`src/swrm_pkg.sv`:
```
`default_nettype none
// ----------------------------------------------------------------------------
// swrm_pkg
// Shared widths, constants and control types of the sliding-window rms meter.
// ----------------------------------------------------------------------------
package swrm_pkg;

  // fixed field widths
  localparam int SAMPLE_W = 24;
  localparam int CHAN_W   = 3;
  localparam int LEVEL_W  = SAMPLE_W - 1;
  localparam int CFG_W    = 15;

  // a squared sample never exceeds 2^46, so 47 bits hold it
  localparam int SQ_W = 2 * SAMPLE_W - 1;

  // window length after reset (300 ms at 48 kHz)
  localparam int WINDOW_RESET = 14400;

  // largest level code, a full-scale root saturates to it
  localparam logic [LEVEL_W-1:0] LEVEL_MAX = {LEVEL_W{1'b1}};

  // commands from the sample sequencer to the root unit
  typedef struct packed {
    logic start;
    logic take;
  } swrm_root_ctl_t;

endpackage : swrm_pkg
`default_nettype wire

```
`src/swrm_root.sv`:
```
`default_nettype none
// ----------------------------------------------------------------------------
// swrm_root
// Mean and root unit: restoring divide of the square sum by the fill count,
// one quotient bit per cycle, then a digit-by-digit integer square root,
// one root bit per cycle. The result saturates to the largest level code.
// ----------------------------------------------------------------------------
module swrm_root
  import swrm_pkg::*;
#(
  parameter int SUM_W = 61,
  parameter int DIV_W = 15
) (
  input  wire logic                 clk,
  input  wire logic                 rst_n,
  input  wire swrm_root_ctl_t       ctl,
  input  wire logic [SUM_W-1:0]     dividend,
  input  wire logic [DIV_W-1:0]     divisor,
  output logic                      done,
  output logic      [LEVEL_W-1:0]   level
);

  localparam int RW    = SUM_W + (SUM_W % 2);
  localparam int HW    = RW / 2;
  localparam int CNT_W = $clog2(SUM_W + 1);

  typedef enum logic [3:0] {
    R_IDLE = 4'b0001,
    R_DIV  = 4'b0010,
    R_SQRT = 4'b0100,
    R_DONE = 4'b1000
  } root_state_t;

  root_state_t      state_r, state_nxt;
  logic [CNT_W-1:0] cnt_r;
  logic [SUM_W-1:0] q_r;
  logic [DIV_W-1:0] rem_r;
  logic [DIV_W-1:0] d_r;
  logic [RW-1:0]    sx_r;
  logic [HW-1:0]    srem_r;
  logic [HW-1:0]    root_r;

  // divide step
  logic [DIV_W:0]   rem_sh;
  logic             div_ge;
  logic [DIV_W:0]   rem_sub;

  assign rem_sh  = {rem_r, q_r[SUM_W-1]};
  assign div_ge  = rem_sh >= {1'b0, d_r};
  assign rem_sub = rem_sh - {1'b0, d_r};

  // root step
  logic [HW+1:0]    srem_sh;
  logic [HW+1:0]    trial;
  logic             sq_ge;
  logic [HW+1:0]    srem_sub;

  assign srem_sh  = {srem_r, sx_r[RW-1:RW-2]};
  assign trial    = {root_r, 2'b01};
  assign sq_ge    = srem_sh >= trial;
  assign srem_sub = srem_sh - trial;

  // next state
  always_comb begin
    state_nxt = state_r;
    unique case (state_r)
      R_IDLE: if (ctl.start) state_nxt = R_DIV;
      R_DIV:  if (cnt_r == CNT_W'(1)) state_nxt = R_SQRT;
      R_SQRT: if (cnt_r == CNT_W'(1)) state_nxt = R_DONE;
      R_DONE: if (ctl.take) state_nxt = R_IDLE;
      default: state_nxt = R_IDLE;
    endcase
  end

  // control registers
  always_ff @(posedge clk) begin
    if (!rst_n) begin
      state_r <= R_IDLE;
      cnt_r   <= '0;
    end else begin
      state_r <= state_nxt;
      unique case (state_r)
        R_IDLE: cnt_r <= CNT_W'(SUM_W);
        R_DIV:  cnt_r <= (cnt_r == CNT_W'(1)) ? CNT_W'(HW) : cnt_r - CNT_W'(1);
        R_SQRT: cnt_r <= cnt_r - CNT_W'(1);
        R_DONE: cnt_r <= cnt_r;
        default: cnt_r <= '0;
      endcase
    end
  end

  // datapath registers
  always_ff @(posedge clk) begin
    unique case (state_r)
      R_IDLE: begin
        q_r   <= dividend;
        d_r   <= divisor;
        rem_r <= '0;
      end
      R_DIV: begin
        rem_r <= div_ge ? DIV_W'(rem_sub) : DIV_W'(rem_sh);
        q_r   <= {q_r[SUM_W-2:0], div_ge};
        // last quotient bit: hand the quotient to the root stage
        if (cnt_r == CNT_W'(1)) begin
          sx_r   <= RW'({q_r[SUM_W-2:0], div_ge});
          srem_r <= '0;
          root_r <= '0;
        end
      end
      R_SQRT: begin
        srem_r <= sq_ge ? HW'(srem_sub) : HW'(srem_sh);
        root_r <= {root_r[HW-2:0], sq_ge};
        sx_r   <= {sx_r[RW-3:0], 2'b00};
      end
      R_DONE: begin
        root_r <= root_r;
      end
      default: begin
        root_r <= root_r;
      end
    endcase
  end

  // saturated result
  assign done  = (state_r == R_DONE);
  assign level = (root_r > HW'(LEVEL_MAX)) ? LEVEL_MAX : LEVEL_W'(root_r);

endmodule : swrm_root
`default_nettype wire

```
`config.mk`:
```
export PLATFORM = sky130hd
export DESIGN_NAME = swrm_root
export DESIGN_NICKNAME = d
export VERILOG_FILES = /design/src/swrm_pkg.sv /design/src/swrm_root.sv
export SDC_FILE = /design/constraint.sdc
export NUM_CORES = 1
export LEC_CHECK = 0
export BUFFER_PORTS_ARGS = -buffer_cell sky130_fd_sc_hd__buf_2
export CORE_MARGIN = 1.5
export CORE_UTILIZATION = 48
export DETAILED_ROUTE_END_ITERATION = 7
export PLACE_DENSITY = 0.74
export SYNTH_ARGS = -nofsm -noshare
export SYNTH_HDL_FRONTEND = slang
export SYNTH_SLANG_ARGS = --single-unit
```
`constraint.sdc`:
```
create_clock -name clk -period 6.2 [get_ports clk]
set_input_delay 0.31 -clock clk [delete_from_list [all_inputs] [get_ports clk]]
set_output_delay 0.31 -clock clk [all_outputs]
set_load 0.01 [all_outputs]
```
==> impl_results.md <==
* Site row count at 57
* Count of synthesis-stage warnings from yosys at 0
* RSZ-0062 raised after global routing: false
* Worst-Skew Late Latency at 550 ps
* Maximum number of pins on one net before global-route repair at 92
* Clock input transition at the sequential cells of the worst setup and hold paths at 60 ps
* Final RePlAce weighted congestion at 0.872
* Kind of start point of the critical path: flop
* Required time at the worst-slack endpoint at 6360 ps
* Core box area at 24400 um^2
* Post-cts repair resize count at 0
* Final Hold Viols at 0
* Worst hold slack after final layout at 26.0 ps
* Setup clock skew after layout at 18.6 ps
* Register area share after synthesis at 0.556
* Post-synthesis instance area at 12000 um^2
* Synthesized instance count at 1241
* Setup fix buffers added after clock tree synthesis at 0
* Path type of the worst min-delay path: input port to flop
* Number of enable flip-flop cells after synthesis at 215
* Pins over their slew limit at 0
* Gr usage total at 0.192
* Min-Delay Path Depth at 3
* Aggregate routed wire length at 24600 um
* Post-Place Worst Slack at 2530 ps
* Top flip-flop cell by instance count after synthesis: sky130_fd_sc_hd__edfxtp_1
* Total clock buffers created by CTS at 26
* Setup CP Type: flop to flop
* Filler cell count at 2153
* Largest fanout on the critical path at 67
* Floorplan die height at 161 um
* Number of nets with antenna violations after detailed routing at 0
* Number of DRC markers in iteration 0 at 570
* DR pass1 iterations at 5
* Leak at 5.94 nW
* Final critical-path required period at 3680 ps
* Largest vdd supply drop at 0.356 mV
* Run status: complete, no violations
* Drt via density at 5.29
* Port Buffers at 103
* Clock root buffer: sky130_fd_sc_hd__clkbuf_16
* Minimum setup slack in the final design at 2520 ps
* Congestion Overflow GR at 0
* Detailed placer's ending HPWL at 16300 um
* Beginning of the worst register-to-register path: state_r[3]$_SDFFE_PN0P_
* PwrDens at 406 nW/um^2
* Boundary Pins at 104
* Number of maximum-capacitance constraint violations at 0
* Post-Syn Nets at 1372
* Min-Delay Startpoint: dividend[29]
* Initial standard-cell utilization of the core at 0.491
* Async set-reset flop share out of synthesis at 0
* Register Area at 6660 um^2
* CTS HTree Levels at 1
* #FFs+latches synth at 225
* Number of sinks on the clock net at 225
* Hold buffers post-CTS at 15
* Vias in the first global route at 8439
* X dimension of the die at 161 um
* Number of setup violations in the final report at 0
* WHS Endpoint: q_r[29]$_DFFE_PP_
* Routed length per placed instance at 14.6 um
* Distinct cell type count after synthesis at 61
* Slew Limit Headroom at 0.178
* Fraction of layout instances using a drive strength above 1 at 0.121
* FMAX at 271 MHz
* Share of the clock period used by the worst path after layout at 0.594
* Total vias in the final route at 8907
* First-pass GRT wire length at 41000 um
* Synth-to-Final Area Change at 14.6%
* Tightest Pin Transition at 1230 ps
* Data arrival at the endpoint of the critical path at 3850 ps
* R2R depth at 4
* Aggregate negative setup slack at 0 ps
* Mean instance size in the synthesized netlist at 9.64 um^2
* Register-to-Register Setup Slack at 2520 ps
* Antenna violations before repair at 2
* Count of nets after finishing at 1471
* Total die area at 25900 um^2
* Worst reg2reg endpoint: srem_r[30]$_SDFFCE_PN0P_
* Clock tree from TritonCTS: yes
* Critical path capture point type: flop
* Footprint of the multi-input gates at 4890 um^2
* Total DRC errors in the routed layout at 0
* Buffer depth of the longest clock path at 3
-- routing by layer --
layer | share of wire | wire length (um) | GRT usage | vias to the layer above
met3 | 0.050 | 1240 | 0.0300 | 32
met5 | 0.00065 | 16 | 0 | -
met1 | 0.47 | 11500 | 0.266 | 4166
met4 | 0.019 | 457 | 0.0459 | 2
met2 | 0.46 | 11300 | 0.316 | 207
li1 | - | - | - | 4500
-- cell type report --
class                   count  area share
flip-flops and latches    225       0.485
clock inverters            17     0.00994
clock buffers              31      0.0488
multi-input cells         899       0.356
inverters                  62      0.0170
well taps                 324      0.0296
diodes                      1    0.000182
repair buffers            126      0.0529
-- through the flow --
stage	total power, W	cells	util	area (um^2)
6_report	0.00557	1685	0.562	13700
5_1_grt	0.00593	1684	0.562	13700
4_1_cts	0.00560	1684	0.562	13700
3_5_place_dp	0.00414	1621	0.523	12800
3_3_place_gp	0.00407	1621	0.523	12800
2_1_floorplan	0.00376	1241	-	12000
-- worst max-delay path, cell delays in order, from the launching register on --
cell and delay (ps):
sky130_fd_sc_hd__dfxtp_1 350, sky130_fd_sc_hd__nor2_1 170, sky130_fd_sc_hd__nand3b_1 840, sky130_fd_sc_hd__nand2_4 1110, sky130_fd_sc_hd__buf_4 710
-- logic make-up (layout without fill, tap and decap cells) --
family	count (synthesis)	in the layout	share of synthesized area
and+or+nand+nor	619	619	0.215
xor gates and xnor gates	36	36	0.0264
adders and majority gates	51	51	0.0540
AOI/OAI and AO/OA	180	180	0.0988
buffers and inverters	117	236	0.0385
DFF	225	225	0.556
muxes	13	13	0.0109
other	0	1	0
-- power breakdown --
group / total, W / switching, W / internal [W]
logic: 0.00166 / 0.00104 / 0.000626
registers: 0.00246 / 0.000197 / 0.00227
clock network: 0.00144 / 0.000622 / 0.000817
total: 0.00557 / 0.00186 / 0.00371
-- registers in the layout, indices dropped and copies added (netlist names) --
register / count
rem_r: 15
cnt_r: 6
state_r: 4
root_r: 31
sx_r: 62
srem_r: 31
q_r: 61
d_r: 15
-- worst max path at each step --
stage / endpoint / startpoint / cells after the start / slack (ps)
global route: sx_r[45]$_DFFE_PP_ / state_r[3]$_SDFFE_PN0P_ / 4 / 2230
floorplan: root_r[0]$_SDFFCE_PN0P_ / state_r[3]$_SDFFE_PN0P_ / 5 / 1900
detailed placement: sx_r[36]$_DFFE_PP_ / state_r[3]$_SDFFE_PN0P_ / 4 / 2530
global placement: sx_r[51]$_DFFE_PP_ / state_r[3]$_SDFFE_PN0P_ / 4 / 2610
finish: srem_r[30]$_SDFFCE_PN0P_ / state_r[3]$_SDFFE_PN0P_ / 4 / 2520
CTS: sx_r[45]$_DFFE_PP_ / state_r[3]$_SDFFE_PN0P_ / 4 / 2530
-- cells in the final DEF (no fill, tap or decap), drive strengths merged, types with 4 or more instances in the layout --
master / instances
xnor2: 25
nand3: 40
clkinv: 13
dlygate4sd3: 15
and3: 8
nor3: 13
nand2: 431
a21oi: 65
a21o: 17
nor2b: 12
nand3b: 4
xor2: 11
nand4: 10
a211oi: 14
ha: 50
buf: 111
and2: 6
o31a: 4
dfxtp: 10
inv: 63
nor2: 77
a21boi: 4
clkbuf: 31
a31oi: 4
o21a: 14
or3: 5
edfxtp: 215
o21ai: 28
o211ai: 7
mux2i: 13
-- Yosys cell counts (all sizes together), types with 10 or more instances --
cell / n / share of area
a211oi: 14 / 0.010
a21o: 17 / 0.011
a21oi: 65 / 0.028
buf: 17 / 0.0071
clkbuf: 38 / 0.012
dfxtp: 10 / 0.017
edfxtp: 215 / 0.54
ha: 50 / 0.052
inv: 62 / 0.019
mux2i: 13 / 0.011
nand2: 431 / 0.14
nand3: 40 / 0.017
nand4: 10 / 0.0052
nor2: 77 / 0.024
nor2b: 12 / 0.0063
nor3: 13 / 0.0063
o21a: 14 / 0.0088
o21ai: 28 / 0.012
xnor2: 25 / 0.018
xor2: 11 / 0.0081
No activity file was read; power rests on OpenSTA's default activity.
