### src/swrm_ram.sv
`default_nettype none
// ----------------------------------------------------------------------------
// swrm_ram
// Generic single-port-write, single-port-read RAM with registered read data.
// ----------------------------------------------------------------------------
module swrm_ram #(
  parameter int WIDTH = 8,
  parameter int DEPTH = 16
) (
  input  wire logic                                      clk,
  input  wire logic                                      we,
  input  wire logic [((DEPTH > 1) ? $clog2(DEPTH) : 1)-1:0] waddr,
  input  wire logic [WIDTH-1:0]                          wdata,
  input  wire logic [((DEPTH > 1) ? $clog2(DEPTH) : 1)-1:0] raddr,
  output logic      [WIDTH-1:0]                          rdata
);

  logic [WIDTH-1:0] mem_r [DEPTH];
  logic [WIDTH-1:0] rdata_r;

  // write port and registered read port
  always_ff @(posedge clk) begin
    if (we) begin
      mem_r[waddr] <= wdata;
    end
    rdata_r <= mem_r[raddr];
  end

  assign rdata = rdata_r;

endmodule : swrm_ram
`default_nettype wire

### config.mk
export PLATFORM = sky130hd
export DESIGN_NAME = swrm_ram
export DESIGN_NICKNAME = d
export VERILOG_FILES = /design/src/swrm_ram.sv
export SDC_FILE = /design/constraint.sdc
export NUM_CORES = 1
export LEC_CHECK = 0
export ABC_AREA = 0
export BUFFER_PORTS_ARGS = -buffer_cell sky130_fd_sc_hd__buf_2
export CAP_MARGIN = 20
export CORE_MARGIN = 4
export CORE_UTILIZATION = 45
export CTS_BUF_LIST = sky130_fd_sc_hd__clkbuf_2 sky130_fd_sc_hd__clkbuf_4 sky130_fd_sc_hd__clkbuf_8
export DETAILED_ROUTE_END_ITERATION = 10
export PLACE_DENSITY_LB_ADDON = 0.05
export SETUP_SLACK_MARGIN = 0.2
export SLEW_MARGIN = 20
export SYNTH_ARGS = -nofsm -noshare
export SYNTH_HDL_FRONTEND = slang
export SYNTH_SLANG_ARGS = --single-unit
### constraint.sdc
create_clock -name clk -period 1.6 [get_ports clk]
set_input_delay 0.16 -clock clk [delete_from_list [all_inputs] [get_ports clk]]
set_output_delay 0.16 -clock clk [all_outputs]
set_load 0.005 [all_outputs]
==> flow_summary.ini, run 1 <==
[logic_synthesis]
syn-mean-instance-area_um2 = 22.5
yosysWarnings = 0
syn_inst = 229
syn_nets = 247
ys_seq_area_frac = 0.778
synth_area_mm2 = 0.00515
async_reset_ff_frac = 0
ys_ff_latch = 136
ys_types = 19
synth_enable_flop_cells = 128
ys.flop_type = edfxtp_1

[power_and_ir_drop]
ir_worst_vdd_mv = 0.638
total_leakage_power_nw = 2.03
power.density_mw_per_mm2 = 1170
finalPower_mw = 6.96

[clock_tree]
cts_setup_buffers = 0
cts_buffers = 17
insertion_delay_ns = 0.42
cts_max_level = 4
cts_tree = done
holdBufCountCts = 0
cts_resized = 0
clk_pin_slew_ns = 0.08
clk_path_buf_depth = 2
cts_num_sinks = 136
root_buffer = clkbuf_8

[sta]
final_hold_viol_count = 0
fmax_mhz = 771
rsz0062_at_grt = no
slew_viol_final = 0
worst_pin_slew_ns = 0.935
period_share = 0.811
fin_ws_ns = 0.303
slew_headroom = 0.374
tns_ns = 0
layout_min_cycle_time_ns = 1.30
setup_viol = 0
fin_skew_ns = 0.00623

[status]
outcome = completed

[worst_setup_path]
startpoint = mem_r[1][5]
crit_required_ns = 1.92
start_kind = flop
cp_max_fo = 1
crit_arrival_ns = 1.61
crit_path_end_kind = flop
r2r-start = mem_r[1][5]
crit_type = reg -> reg

[grt]
grt_pass1_wl_mm = 15.7
gr-usage-all-layers = 0.172
grt_max_degree = 33
first_global_vias = 2560
gr-total-overflow = 0
antenna_found_initial = 0

[detailed_routing]
drtIter0Drc = 150
finalWirelength_mm = 10.3
drt-vias-per-instance = 5.42
drt_first_pass_iters = 4
drc = 0
wire_per_inst_um = 23.3
vias = 2392
postRouteAntennaNets = 0

[place]
place_inst = 409
pre_cts_ws_ns = 0.0345
dp.final_hpwl_mm = 6.50
io_buffers = 25
place_congestion = 0.738

[floorplan]
die_x_um = 115
start_util = 0.467
die_h_um = 115
rows = 38
dieArea_mm2 = 0.0132
core_region_area_mm2 = 0.0110
ioPinCount = 26

[final_layout]
syn_to_final_growth_pct = 15.9
fillers = 889
layout-drive-gt1-share = 0.332
nets = 306
stdcell_count = 441
diodes = 0

[min_path]
hold_class = in -> reg
hold_start = wdata[5]

[run]
max-cap-violations = 0
## layer usage
metal	global-route usage	vias to the layer above	wire length [um]
met1	0.245	1238	4700
met4	0.0493	0	70
met5	0	-	0
met2	0.262	60	4910
met3	0.0495	7	593
li1	-	1087	-
## worst paths after layout
path / slack [ns] / end / cells past startpoint
max reg2reg: 0.30 / rdata[5] / 3
min: 0.11 / mem_r[10][5] / 1
min reg2reg: 0.68 / rdata[3] / 3
max: 0.30 / rdata[5] / 3
## where the power goes
group	internal (mW)	switching, mW
combinational	0.168	0.207
sequential	3.98	0.0215
clock	1.35	1.24
total	5.50	1.46
## sequential cells by signal (all words and copies together) (netlist names)
name	count
mem_r	128
rdata	8
## layout make-up
cell class                      instances  area, um^2  share of cell area
Clock buffer                           17         234              0.0392
Clock inverter                         15         136              0.0229
Multi-Input combinational cell         83        1070               0.179
Sequential cell                       136        4000               0.671
Tap cell                              140         175              0.0294
Timing Repair Buffer                   50         350              0.0587
## critical path: stages (launching register included)
cell	delay, ns
edfxtp_1	0.36
mux4_1	0.54
a22oi_1	0.23
nand2_1	0.07
## layout by cell type (no fill, tap or decap), types with 3 or more instances in the layout
cell        synthesis  routed
buf_4               1      22
nor3_1              4       3
buf_2               3      25
mux4_2             18      18
clkbuf_8            0      17
nor2_1             13      13
dfxtp_1             8       8
a22oi_1            16      15
buf_12              0       3
nand2_1             9       9
edfxtp_1          128     128
clkinvlp_4          0       3
clkinv_2            0       5
mux4_1             14      14
clkinv_1            0       3
## cells by family (layout without fill, tap and decap cells)
logic type | count (synthesis) | count (layout) | synth area share
AO/OA/AOI/OAI | 16 | 16 | 0.0233
buffers and inverters | 10 | 82 | 0.0168
flip-flops | 136 | 136 | 0.778
multiplexers | 32 | 32 | 0.150
AND/OR/NAND/NOR | 35 | 35 | 0.0318
## synth_stat cells, types with 3 or more instances
library cell	number	share of area
edfxtp_1	128	0.75
mux4_2	18	0.079
a22oi_1	16	0.023
mux4_1	14	0.071
nor2_1	13	0.0095
nand2_1	9	0.0066
dfxtp_1	8	0.031
nor3_1	4	0.0039
buf_2	3	0.0029
buf_6	3	0.0066
clkdlybuf4s25_2	3	0.0058
## through the flow
stage	utilization	cell area (um^2)	hold slack, ns
6_report	0.541	5970	0.109
5_1_grt	0.541	5970	0.0913
4_1_cts	0.540	5960	0.0884
3_5_place_dp	0.507	5590	0.538
3_3_place_gp	0.507	5590	0.537
2_1_floorplan	-	5150	0.259
Note: power is estimated with default switching activity, not from simulation.
==> inputs of run 2 (changes only) <==
==> constraint.sdc (replaced) <==
create_clock -name clk -period 1.1 [get_ports clk]
set_input_delay 0.11 -clock clk [delete_from_list [all_inputs] [get_ports clk]]
set_output_delay 0.11 -clock clk [all_outputs]
set_load 0.005 [all_outputs]
==> flow_summary.ini, run 2 (synthesis results as in run 1) <==
[place]
place_congestion = 0.700
io_buffers = 25
dp.final_hpwl_mm = 6.49

[final_layout]
syn_to_final_growth_pct = 23.9
seq_area_mm2 = 0.00401
largest-register = mem_r
layout-drive-gt1-share = 0.500
utilization = 0.578
diodes = 0
nets = 315
fillers = 849
largest_register_ffs = 128
layout_common_cells = edfxtp_1, mux4_2, clkbuf_8, buf_2, buf_12
multi_input_comb_area_mm2 = 0.00116
final_common_cell = edfxtp_1

[sta]
layout_min_cycle_time_ns = 1.26
slew_headroom = 0.291
fin_skew_ns = 0.00860
worst_pin_slew_ns = 1.06
slew_viol_final = 0
tns_ns = -0.963
period_share = 1.15
final_hold_viol_count = 0
rsz0062_at_grt = yes
fmax_mhz = 792
setup_viol = 8
fin_ws_ns = -0.162

[floorplan]
rows = 38
start_util = 0.467
dieArea_mm2 = 0.0132
ioPinCount = 26
die_h_um = 115
core_region_area_mm2 = 0.0110
die_x_um = 115

[worst_setup_path]
crit_required_ns = 1.40
cp_slowest_cell = mux4_2
cp_cell_sequence = mux4_2, a22oi_2, nand2_1
crit_type = reg -> reg
crit_path_end_kind = flop
start_kind = flop
cp_max_fo = 1
worst-path-stages = 3
crit_arrival_ns = 1.57
crit_family = multiplexers
worst-path-buf-inv = 0
cp_slowest_stage_delay_ns = 0.48
rr_worst_depth = 3

[run]
max-cap-violations = 0

[detailed_routing]
wire_per_inst_um = 21.4
postRouteAntennaNets = 0
drt_first_pass_iters = 4
finalWirelength_mm = 9.65
drc = 0
drtIter0Drc = 125
drt-vias-per-instance = 5.37
vias = 2416

[grt]
gr-usage-all-layers = 0.163
grt_max_degree = 19
antenna_found_initial = 0
grt_pass1_wl_mm = 15.1
first_global_vias = 2640
gr-total-overflow = 0

[clock_tree]
cts_num_sinks = 136
insertion_delay_ns = 0.43
root_buffer = clkbuf_8
clk_path_buf_depth = 2
cts_tree = done
cts_max_level = 4
clk_pin_slew_ns = 0.07
cts_buffers = 17

[status]
violations = setup timing
outcome = finished, violations left

[power_and_ir_drop]
power.density_mw_per_mm2 = 1610
total_leakage_power_nw = 2.10
ir_worst_vdd_mv = 1.03

[min_path]
min_path_cells = 1
hold_class = in -> reg
## run 2: changes by cell type in the layout (fill, tap and decap cells not counted), sizes merged
cell / previous run / this run
buf: 50 / 59
bufinv: 2 / 1
clkbuf: 17 / 23
clkinv: 10 / 7
clkinvlp: 3 / 1
## run 2: timing repair
| item | in CTS | in global routing |
|---|---|---|
| endpoints found under the setup margin | 16 | 24 |
| buffers inserted | 0 | 0 |
| gates resized for setup | 10 | 7 |
| pin swaps | 1 | 2 |
| hold buffers | 0 | 0 |
## run 2: worst paths after layout
kind	from	end	slack, ns
max	mem_r[3][2]	rdata[2]	-0.16
min	wdata[0]	mem_r[7][0]	0.07
max reg2reg	mem_r[3][2]	rdata[2]	-0.16
min reg2reg	mem_r[14][1]	rdata[1]	0.68
## run 2: routing by layer
layer  part of all wire  track usage
met1               0.41        0.208
met2               0.51        0.259
met3              0.070       0.0542
met4              0.012       0.0642
met5                  0            0
## run 2: layout make-up
class                   instances  area share
well taps                     140      0.0275
clock inverters                 9      0.0114
clock buffers                  23      0.0477
flip-flops and latches        136       0.629
repair buffers                 59       0.103
multi-input cells              83       0.182
## run 2: where the power goes
group	switching, mW	internal, mW	leakage, nW	total (mW)
logic	0.351	0.340	0.678	0.692
clock network	1.71	2.05	0.202	3.76
registers	0.0364	5.79	1.22	5.83
total	2.10	8.18	2.10	10.3
## run 2: per-stage QoR
step	hold slack [ns]	worst slack [ns]	cell area, um^2	power, mW	std cells
3_3_place_gp	0.490	-0.467	5940	6.59	418
3_5_place_dp	0.488	-0.477	5940	6.60	418
4_1_cts	0.0403	-0.168	6360	10.4	450
5_1_grt	0.0458	-0.210	6380	10.7	450
6_report	0.0674	-0.162	6380	10.3	450
2_1_floorplan	0.209	-0.113	5260	6.28	229
## run 2: worst reg2reg max path, cell delays in order, from the launching register on
cell	delay, ns
edfxtp_1	0.38
mux4_2	0.48
a22oi_2	0.20
nand2_1	0.08
==> inputs of run 3 (changes only) <==
--- a/config.mk
+++ b/config.mk
@@ -13,6 +13,7 @@
 export CTS_BUF_LIST = sky130_fd_sc_hd__clkbuf_2 sky130_fd_sc_hd__clkbuf_4 sky130_fd_sc_hd__clkbuf_8
 export DETAILED_ROUTE_END_ITERATION = 10
 export PLACE_DENSITY_LB_ADDON = 0.05
+export REMOVE_ABC_BUFFERS = 1
 export SETUP_SLACK_MARGIN = 0.2
 export SLEW_MARGIN = 20
 export SYNTH_ARGS = -nofsm -noshare
==> flow_summary.ini, run 3 (synthesis results as in run 1) <==
[status]
outcome = finished, violations left
violations = setup timing

[worst_setup_path]
cp_max_fo = 1
r2r-start = mem_r[14][6]
start_kind = flop
r2r_slack_ns = -0.18
crit_type = reg -> reg
crit_arrival_ns = 1.59
startpoint = mem_r[14][6]
rr_worst_depth = 3
crit_required_ns = 1.41
crit_path_end_kind = flop
r2r_end = rdata[6]

[clock_tree]
insertion_delay_ns = 0.42
cts_max_level = 4
cts_num_sinks = 136
holdBufCountCts = 0
clk_pin_slew_ns = 0.08
clk_path_buf_depth = 2
root_buffer = clkbuf_8
cts_buffers = 17
cts_tree = done

[final_layout]
layout-drive-gt1-share = 0.444
nets = 311
largest_register_ffs = 128
final_common_cell = edfxtp_1
largest-register = mem_r
layout_common_cells = edfxtp_1, mux4_2, buf_2, buf_4, clkbuf_8
fillers = 881
diodes = 0
syn_to_final_growth_pct = 19.9

[power_and_ir_drop]
ir_worst_vdd_mv = 1.27
finalPower_mw = 11.3
power.density_mw_per_mm2 = 1830
total_leakage_power_nw = 2.07

[sta]
slew_viol_final = 0
layout_min_cycle_time_ns = 1.28
fin_ws_ns = -0.179
fin_skew_ns = 0.0148
slew_headroom = 0.394
rsz0062_at_grt = yes
setup_viol = 8
period_share = 1.16
worst_pin_slew_ns = 0.907
fmax_mhz = 782
final_hold_viol_count = 0

[detailed_routing]
drtIter0Drc = 157
drc = 0
finalWirelength_mm = 10.8
wire_per_inst_um = 24.2
drt-vias-per-instance = 5.47
postRouteAntennaNets = 0
drt_first_pass_iters = 4
vias = 2438

[floorplan]
start_util = 0.467
die_x_um = 115
die_h_um = 115
dieArea_mm2 = 0.0132
core_region_area_mm2 = 0.0110
ioPinCount = 26
rows = 38

[place]
pre_cts_ws_ns = -0.506
dp.final_hpwl_mm = 6.90
io_buffers = 25
place_congestion = 0.704

[grt]
gr-usage-all-layers = 0.179
gr-total-overflow = 0
antenna_found_initial = 0
grt_max_degree = 25
first_global_vias = 2616
grt_pass1_wl_mm = 16.6

[min_path]
min_path_cells = 1
hold_class = in -> reg
hold_end = mem_r[5][7]
hold_start = wdata[7]

[run]
max-cap-violations = 0
-- run 3: critical path, cell delays in order, from the launching register on --
cell and delay, ns:
edfxtp_1 0.39, mux4_2 0.51, a22oi_2 0.20, nand2_1 0.07
-- run 3: final cells by class --
| type | count | area [um^2] | area share |
|---|---|---|---|
| multi-input cells | 83 | 1080 | 0.175 |
| clock buffers | 20 | 256 | 0.0415 |
| flip-flops and latches | 136 | 4010 | 0.650 |
| well taps | 140 | 175 | 0.0284 |
| repair buffers | 55 | 425 | 0.0689 |
| clock inverters | 12 | 226 | 0.0367 |
-- run 3: report_power, final --
part / switching [mW] / leakage, nW / total, mW / internal [mW]
Combinational: 0.342 / 0.608 / 0.630 / 0.288
Sequential: 0.0373 / 1.22 / 5.83 / 5.79
Clock: 1.85 / 0.239 / 4.86 / 3.01
Total: 2.23 / 2.07 / 11.3 / 9.09
-- run 3: worst max path at each step --
stage | slack [ns] | depth (start not counted) | endpoint
after global routing | -0.25 | 3 | rdata[6]
final | -0.18 | 3 | rdata[6]
after global placement | -0.50 | 5 | rdata[4]
after CTS | -0.18 | 3 | rdata[6]
after floorplan | -0.50 | 2 | mem_r[0][0]
after detailed placement | -0.51 | 5 | rdata[4]
-- run 3: metal layers --
metal  GRT usage  wire length [um]  up-vias  share of wire
met2       0.251              5040       63           0.47
li1            -                 -     1088              -
met3      0.0532               495        4          0.046
met4      0.0423                88        0         0.0082
met1       0.277              5150     1283           0.48
met5           0                 0        -              0
-- run 3: through the flow --
| step | util | cell area (um^2) | setup TNS [ns] | hold WS [ns] | instances |
|---|---|---|---|---|---|
| final | 0.560 | 6170 | -1.20 | 0.0857 | 446 |
| after global routing | 0.560 | 6170 | -1.73 | 0.0640 | 446 |
| after CTS | 0.556 | 6130 | -1.28 | 0.0721 | 446 |
| after detailed placement | 0.510 | 5620 | -24.34 | 0.494 | 414 |
| after global placement | 0.510 | 5620 | -23.16 | 0.493 | 414 |
| after floorplan | - | 5060 | -15.05 | 0.209 | 219 |
-- run 3: timing repair --
action,in CTS,in global routing
resized for setup,25,15
pin swaps,10,6
setup endpoints to repair,48,47
setup buffers,0,0
